==> src/rtl/b2da_pkg.sv <==
// shared constants and conversion helpers for the binary to decimal ascii block
// no dependencies
`default_nettype none

package b2da_pkg;

  localparam int VAL_W      = 32;
  localparam int NUM_DIGITS = 10;
  localparam int DIG_W      = 4;
  localparam int BCD_W      = NUM_DIGITS * DIG_W;
  localparam int IDX_W      = $clog2(NUM_DIGITS);
  localparam int CHAR_W     = 6;
  localparam int STEP_BITS  = 8;
  localparam int NUM_STAGES = VAL_W / STEP_BITS;

  localparam logic [CHAR_W-1:0] ASCII_ZERO = CHAR_W'(48);
  localparam logic [DIG_W-1:0]  DAB_LIMIT  = DIG_W'(5);
  localparam logic [DIG_W-1:0]  DAB_ADJ    = DIG_W'(3);

  typedef logic [BCD_W-1:0] bcd_t;
  typedef logic [VAL_W-1:0] bin_t;
  typedef logic [IDX_W-1:0] idx_t;

  typedef struct packed {
    bcd_t bcd;
    bin_t bin;
  } dab_t;

  // eight shift-and-add-3 steps of double dabble
  function automatic dab_t dabble_steps(input bcd_t bcd_in, input bin_t bin_in);
    bcd_t bcd;
    bin_t bin;
    dab_t res;
    bcd = bcd_in;
    bin = bin_in;
    for (int s = 0; s < STEP_BITS; s++) begin
      for (int d = 0; d < NUM_DIGITS; d++) begin
        if (bcd[d*DIG_W +: DIG_W] >= DAB_LIMIT) begin
          bcd[d*DIG_W +: DIG_W] = bcd[d*DIG_W +: DIG_W] + DAB_ADJ;
        end
      end
      bcd = {bcd[BCD_W-2:0], bin[VAL_W-1]};
      bin = {bin[VAL_W-2:0], 1'b0};
    end
    res.bcd = bcd;
    res.bin = bin;
    return res;
  endfunction

  // position of the most significant nonzero digit, zero for a zero value
  function automatic idx_t msd_index(input bcd_t bcd);
    idx_t pos;
    pos = '0;
    for (int d = 0; d < NUM_DIGITS; d++) begin
      if (bcd[d*DIG_W +: DIG_W] != '0) begin
        pos = IDX_W'(d);
      end
    end
    return pos;
  endfunction

endpackage

`default_nettype wire

==> src/rtl/binary_to_decimal_ascii_top.sv <==
// binary to decimal ascii converter: double dabble pipeline and digit serializer
// depends on b2da_pkg
//
// path: a value passes the input register, four 8-bit dabble stages and the
//   serializer load before its first character is on the outputs
// throughput: one character word per cycle while out_stall is low; a value with
//   n digits (1 to 10) gives n words, a run ready at the pipe end follows with no gap
// reset: rst (synchronous, active high) clears all valid bits and the serializer
`default_nettype none

module binary_to_decimal_ascii_top (
  input  wire logic                         clk,
  input  wire logic                         rst,
  input  wire logic                         in_valid,
  output      logic                         in_stall,
  input  wire logic [b2da_pkg::VAL_W-1:0]   value,
  output      logic                         out_valid,
  input  wire logic                         out_stall,
  output      logic [b2da_pkg::CHAR_W-1:0]  digit_char,
  output      logic                         last_digit
);

  import b2da_pkg::*;

  // stage 0 is the input register, stages 1..NUM_STAGES each retire 8 bits
  logic stg_vld [0:NUM_STAGES];
  bcd_t stg_bcd [0:NUM_STAGES];
  bin_t stg_bin [0:NUM_STAGES];
  logic stg_rdy [0:NUM_STAGES];
  dab_t stg_dab [1:NUM_STAGES];

  // serializer: full bcd word of the current run and index of the digit shown
  logic busy;
  bcd_t sr_bcd;
  idx_t sr_idx;
  logic load;
  logic [DIG_W-1:0] cur_dig;

  // a new run loads when nothing is shown or the last digit is leaving
  assign load = !busy || (sr_idx == '0 && !out_stall);

  // each stage moves when it is empty or the stage after it moves
  always_comb begin
    stg_rdy[NUM_STAGES] = !stg_vld[NUM_STAGES] || load;
    for (int k = NUM_STAGES - 1; k >= 0; k--) begin
      stg_rdy[k] = !stg_vld[k] || stg_rdy[k+1];
    end
  end

  always_comb begin
    for (int k = 1; k <= NUM_STAGES; k++) begin
      stg_dab[k] = dabble_steps(stg_bcd[k-1], stg_bin[k-1]);
    end
  end

  assign in_stall = !stg_rdy[0];

  // input register and double dabble stages, valid bits travel with the data
  always_ff @(posedge clk) begin
    if (rst) begin
      stg_vld[0] <= 1'b0;
    end else if (stg_rdy[0]) begin
      stg_vld[0] <= in_valid;
    end
    if (stg_rdy[0] && in_valid) begin
      stg_bcd[0] <= '0;
      stg_bin[0] <= value;
    end
    for (int k = 1; k <= NUM_STAGES; k++) begin
      if (rst) begin
        stg_vld[k] <= 1'b0;
      end else if (stg_rdy[k]) begin
        stg_vld[k] <= stg_vld[k-1];
      end
      if (stg_rdy[k] && stg_vld[k-1]) begin
        stg_bcd[k] <= stg_dab[k].bcd;
        stg_bin[k] <= stg_dab[k].bin;
      end
    end
  end

  // serializer: walks from the leading nonzero digit down to the units digit
  always_ff @(posedge clk) begin
    if (rst) begin
      busy   <= 1'b0;
      sr_idx <= '0;
    end else if (load) begin
      busy <= stg_vld[NUM_STAGES];
      if (stg_vld[NUM_STAGES]) begin
        sr_bcd <= stg_bcd[NUM_STAGES];
        sr_idx <= msd_index(stg_bcd[NUM_STAGES]);
      end
    end else if (!out_stall) begin
      sr_idx <= sr_idx - 1'b1;
    end
  end

  assign cur_dig    = sr_bcd[sr_idx*DIG_W +: DIG_W];
  assign out_valid  = busy;
  assign digit_char = ASCII_ZERO + CHAR_W'(cur_dig);
  assign last_digit = (sr_idx == '0);

  // a stalled input always has a word sitting in the input register
  a_stall_has_word: assert property (@(posedge clk) disable iff (rst)
    in_stall |-> stg_vld[0])
    else $error("input stall with empty input register");

  // the dabble pipeline never leaves a digit above nine
  a_digit_range: assert property (@(posedge clk) disable iff (rst)
    out_valid |-> (cur_dig <= DIG_W'(9)))
    else $error("bcd digit out of range");

  // a finished conversion at the pipe end starts a run in the next cycle
  a_run_starts: assert property (@(posedge clk) disable iff (rst)
    (load && stg_vld[NUM_STAGES]) |=> out_valid)
    else $error("loaded run did not show a word");

  // a run never opens with a leading zero unless it is the single zero digit
  a_no_lead_zero: assert property (@(posedge clk) disable iff (rst)
    (load && stg_vld[NUM_STAGES]) |=> (cur_dig != '0 || last_digit))
    else $error("run opened with a leading zero");

endmodule

`default_nettype wire

==> config.mk <==
export PLATFORM = sky130hd
export DESIGN_NAME = binary_to_decimal_ascii_top
export DESIGN_NICKNAME = d
export VERILOG_FILES = /design/src/rtl/b2da_pkg.sv /design/src/rtl/binary_to_decimal_ascii_top.sv
export SDC_FILE = /design/constraint.sdc
export NUM_CORES = 1
export LEC_CHECK = 0
export ABC_AREA = 1
export ABC_CLOCK_PERIOD_IN_PS = 9450
export BUFFER_PORTS_ARGS = -buffer_cell sky130_fd_sc_hd__clkbuf_2
export CAP_MARGIN = 10
export CORE_ASPECT_RATIO = 0.75
export CORE_MARGIN = 1
export CORE_UTILIZATION = 65
export DETAILED_ROUTE_END_ITERATION = 8
export GPL_ROUTABILITY_DRIVEN = 0
export PLACE_DENSITY = 0.92
export SLEW_MARGIN = 10
export SYNTH_ARGS = -nofsm -noshare
export SYNTH_HDL_FRONTEND = slang
export SYNTH_SLANG_ARGS = --single-unit
==> constraint.sdc <==
create_clock -name clk -period 9.45 [get_ports clk]
set_clock_uncertainty 0.2 [all_clocks]
set_input_delay 1.4175 -clock clk [delete_from_list [all_inputs] [get_ports clk]]
set_output_delay 1.4175 -clock clk [all_outputs]
set_load 0.05 [all_outputs]
==> results.env <==
CP_DATA_REQUIRED_TIME_NS=9.53
SYNTHESIS.INSTANCES=3296
POSTCTSSETUPREPAIRBUFS=0
DIE-WIDTH_UM=220
CTS_TREE='built'
ROOT_BUFFER='sky130_fd_sc_hd__clkbuf_16'
INITIAL_UTILIZATION_PCT=66.5
GRT_ANTENNA_BEFORE_REPAIR=0
SYNTH.TOP_CELLS.BY_COUNT='sky130_fd_sc_hd__nand2_1 (1,072), sky130_fd_sc_hd__inv_1 (556), sky130_fd_sc_hd__nand3_1 (350)'
FF2FF_SETUP_SLACK_NS=2.92
FINAL-SETUP-VIOL-COUNT=0
WIRE_PER_INST_UM=11.3
REMAINING_DRC_ERRORS=2
CRIT_PATH_MAX_INCR_DELAY_NS=0.41
CRIT_ARRIVAL_NS=6.61
RSZ0062_AT_GRT='no'
HTREE_NUM_LEVELS=1
CRITICALPATHCATEGORY='flip-flop to flip-flop'
FP.DIEAREA_MM2=0.0365
CTS_SINKS=232
FINALMAXSLEWVIOLATIONS=0
SYNTH.LIB_CELLS_USED.DISTINCT=58
DP.FINAL_HPWL_MM=33.5
FINAL_MIN_PERIOD_OVER_CLOCK_PERIOD_PCT=69.1
DRV.MAX_CAP_VIOLATION_COUNT=0
POSTPLACECELLAREA_MM2=0.0240
ACHIEVABLE-FREQUENCY_MHz=153
FINISH.CELL_COUNT_WITHOUT_FILLERS=3836
PLACE_WS_NS=2.89
DRT-VIAS-PER-INSTANCE=5.34
SYNTHTOLAYOUTAREAGROWTH_PCT=6.89
FIN_AREA_MM2=0.0248
SYNTH_MOST_COMMON_CELL='sky130_fd_sc_hd__nand2_1'
GLOBALROUTEOVERFLOWTOTAL=0
GRT_PASS1_WL_MM=77.8
FAILED_CHECKS='design-rule violations'
RUN_STATUS='finished with violations'
FINALWORSTSETUPSLACK_NS=2.92
NUM_ROWS=59
SYNTH-ASYNC-RESET-RATIO_PCT=0
NUMCTSBUFFERS=24
WORST_SKEW_PAIR.LATE_LATENCY_NS=0.55
START_KIND='flip-flop'
SYNTH.TOP_CELLS.BY_AREA='sky130_fd_sc_hd__edfxtp_1 (29%), sky130_fd_sc_hd__nand2_1 (17%), sky130_fd_sc_hd__inv_1 (9.0%)'
LAYOUT.NETS=3538
WORST-SLEW-PIN-TRANSITION_NS=1.16
YOSYSSEQAREASHARE_PCT=29.8
SYNTH.AVG_CELL_AREA_UM2=7.05
TIMING.CRITICAL_PATH.SLOWEST_STAGE_CELL='sky130_fd_sc_hd__edfxtp_1'
DRT_FIRST_ITER_VIOLATIONS=1446
FRACTION_OF_FINAL_LAYOUT_CELLS_SIZED_BEYOND_DRIVE_STRENGTH_1_PCT=13.9
WORST_HOLD_PATH_TYPE='flip-flop to flip-flop'
WORSTSETUPENDPOINTTYPE='flip-flop'
WIRELENGTH_MM=43.4
HOLD_VIOLATIONS=0
SYNTH_AREA_MM2=0.0232
PIN_COUNT_OF_THE_BIGGEST_NET_ENTERING_GLOBAL_ROUTING=41
DP.CELLS=3792
CORE_AREA_MM2=0.0349
FLIP_FLOP_AND_LATCH_COUNT_AFTER_SYNTHESIS=232
CRIT_PATH_MAX_FANOUT=5
PIN_COUNT=45
SETUP_TOTAL_NEGATIVE_SLACK_NS=0
HOLD_BUFS_INSERTED_AFTER_CTS=0
ROUTED-VIA-COUNT=20500
MAX_SLEW_HEADROOM_PCT=22.7
SYNTH_LARGEST_AREA_CELL='sky130_fd_sc_hd__edfxtp_1'
ROUTE.ANTENNA.REMAINING_NETS=0
SYNTH_TOP_FLOP_CELL='sky130_fd_sc_hd__edfxtp_1'
PLACEMENT.IO_BUFFERS=42
GRT_USE_TOTAL_PCT=24.3
SYNTH_EDF_COUNT=227
FILLER_CELL_COUNT=2640
DIE_HEIGHT_UM=166
CLK_PATH_BUF_DEPTH=3
DETAILEDROUTE.FIRSTPASSITERATIONCOUNT=7
GRT_PASS1_VIAS=18600
CPMOSTUSEDCELL='sky130_fd_sc_hd__ha_1'
SYNTH_LARGEST_TYPE_AREA_FRACTION_PCT=29.3
SYNTH-WARNING-COUNT=0
NUM_ANTENNA_CELLS=0
PERIOD_MINUS_SLACK_NS=6.53
CLKTRANSATPATHREGS_NS=0.07
CTS-RESIZED-GATES=0
==> layout by cell type, fill, tap and decap left out, types with 9 or more instances in the layout <==
cell type	netlist	layout
sky130_fd_sc_hd__nand2_1	1072	1072
sky130_fd_sc_hd__inv_1	556	556
sky130_fd_sc_hd__nand3_1	350	350
sky130_fd_sc_hd__edfxtp_1	227	227
sky130_fd_sc_hd__nand2_2	185	185
sky130_fd_sc_hd__ha_1	141	141
sky130_fd_sc_hd__nand4_1	106	106
sky130_fd_sc_hd__o21ai_0	77	77
sky130_fd_sc_hd__nand3_2	70	70
sky130_fd_sc_hd__nor2_1	61	58
sky130_fd_sc_hd__xor2_1	55	55
sky130_fd_sc_hd__o21ai_2	44	44
sky130_fd_sc_hd__clkbuf_2	0	42
sky130_fd_sc_hd__o21ai_1	41	41
sky130_fd_sc_hd__a21o_1	38	38
sky130_fd_sc_hd__a21oi_1	35	35
sky130_fd_sc_hd__and2_1	34	34
sky130_fd_sc_hd__clkbuf_16	0	25
sky130_fd_sc_hd__nand3b_1	17	17
sky130_fd_sc_hd__nand2_4	17	17
sky130_fd_sc_hd__inv_2	14	14
sky130_fd_sc_hd__o22ai_1	14	14
sky130_fd_sc_hd__xnor2_1	14	14
sky130_fd_sc_hd__xor2_2	11	11
sky130_fd_sc_hd__and2_4	10	10
sky130_fd_sc_hd__nand3_4	9	9
==> layer usage <==
metal	track usage, %	share of wire [%]	vias to the layer above
met5	0	0	-
met4	5.19	1.7	0
met3	2.82	4.6	63
met2	40.5	44	479
met1	34.0	49	8974
li1	-	-	11000
==> critical path, delay by kind of cell (launching register included) <==
family                   cells  cell delay [ns]
AO/OA/AOI/OAI                4             1.04
XOR/XNOR                     5             0.98
adder cells (fa/ha/maj)      9             1.60
buffers and inverters        7             0.48
flip-flops                   1             0.41
AND/OR/NAND/NOR             14             1.54
==> path summary, 6_finish.rpt <==
check                  startpoint         endpoint  cells after the start
setup / recovery  stg_bcd[0][148]  stg_bcd[0][197]                     39
hold / removal     stg_bin[0][87]  stg_bin[0][127]                      0
setup reg to reg  stg_bcd[0][148]  stg_bcd[0][197]                     39
hold reg to reg    stg_bin[0][87]  stg_bin[0][127]                      0
==> sequential cells by signal, indices dropped and copies added, names as in the netlist <==
signal / count
out_valid: 1
sr_bcd: 40
sr_idx: 4
stg_bcd: 102
stg_bin: 80
stg_vld: 5
==> through the flow <==
step           utilization, %  hold slack (ns)
2_1_floorplan               -            0.200
3_3_place_gp             68.8            0.201
3_5_place_dp             68.8            0.205
4_1_cts                  71.1            0.219
5_1_grt                  71.1            0.225
6_report                 71.1            0.216
==> area by class of cell <==
type	instances	area, µm²	area share, %
multi-input combinational	2483	14200	57.0
sequential	232	6920	27.9
inverter	574	2150	8.68
clock buffer	30	644	2.59
tap	457	572	2.30
timing repair buffer	46	240	0.967
clock inverter	14	155	0.625
==> cells by family after synthesis <==
kind of cell / count (synthesis) / share of synthesized area [%]
and+or+nand+nor: 1951 / 40.6
buffers and inverters: 582 / 9.43
AOI/OAI and AO/OA: 293 / 8.14
DFF: 232 / 29.8
adders and majority gates: 141 / 7.59
xor gates and xnor gates: 88 / 4.12
muxes: 8 / 0.345
other: 1 / 0.0161
Power is left out: the tool's default activity adds up to more than one toggle a clock period on the data nets, which glitch-free logic cannot reach.
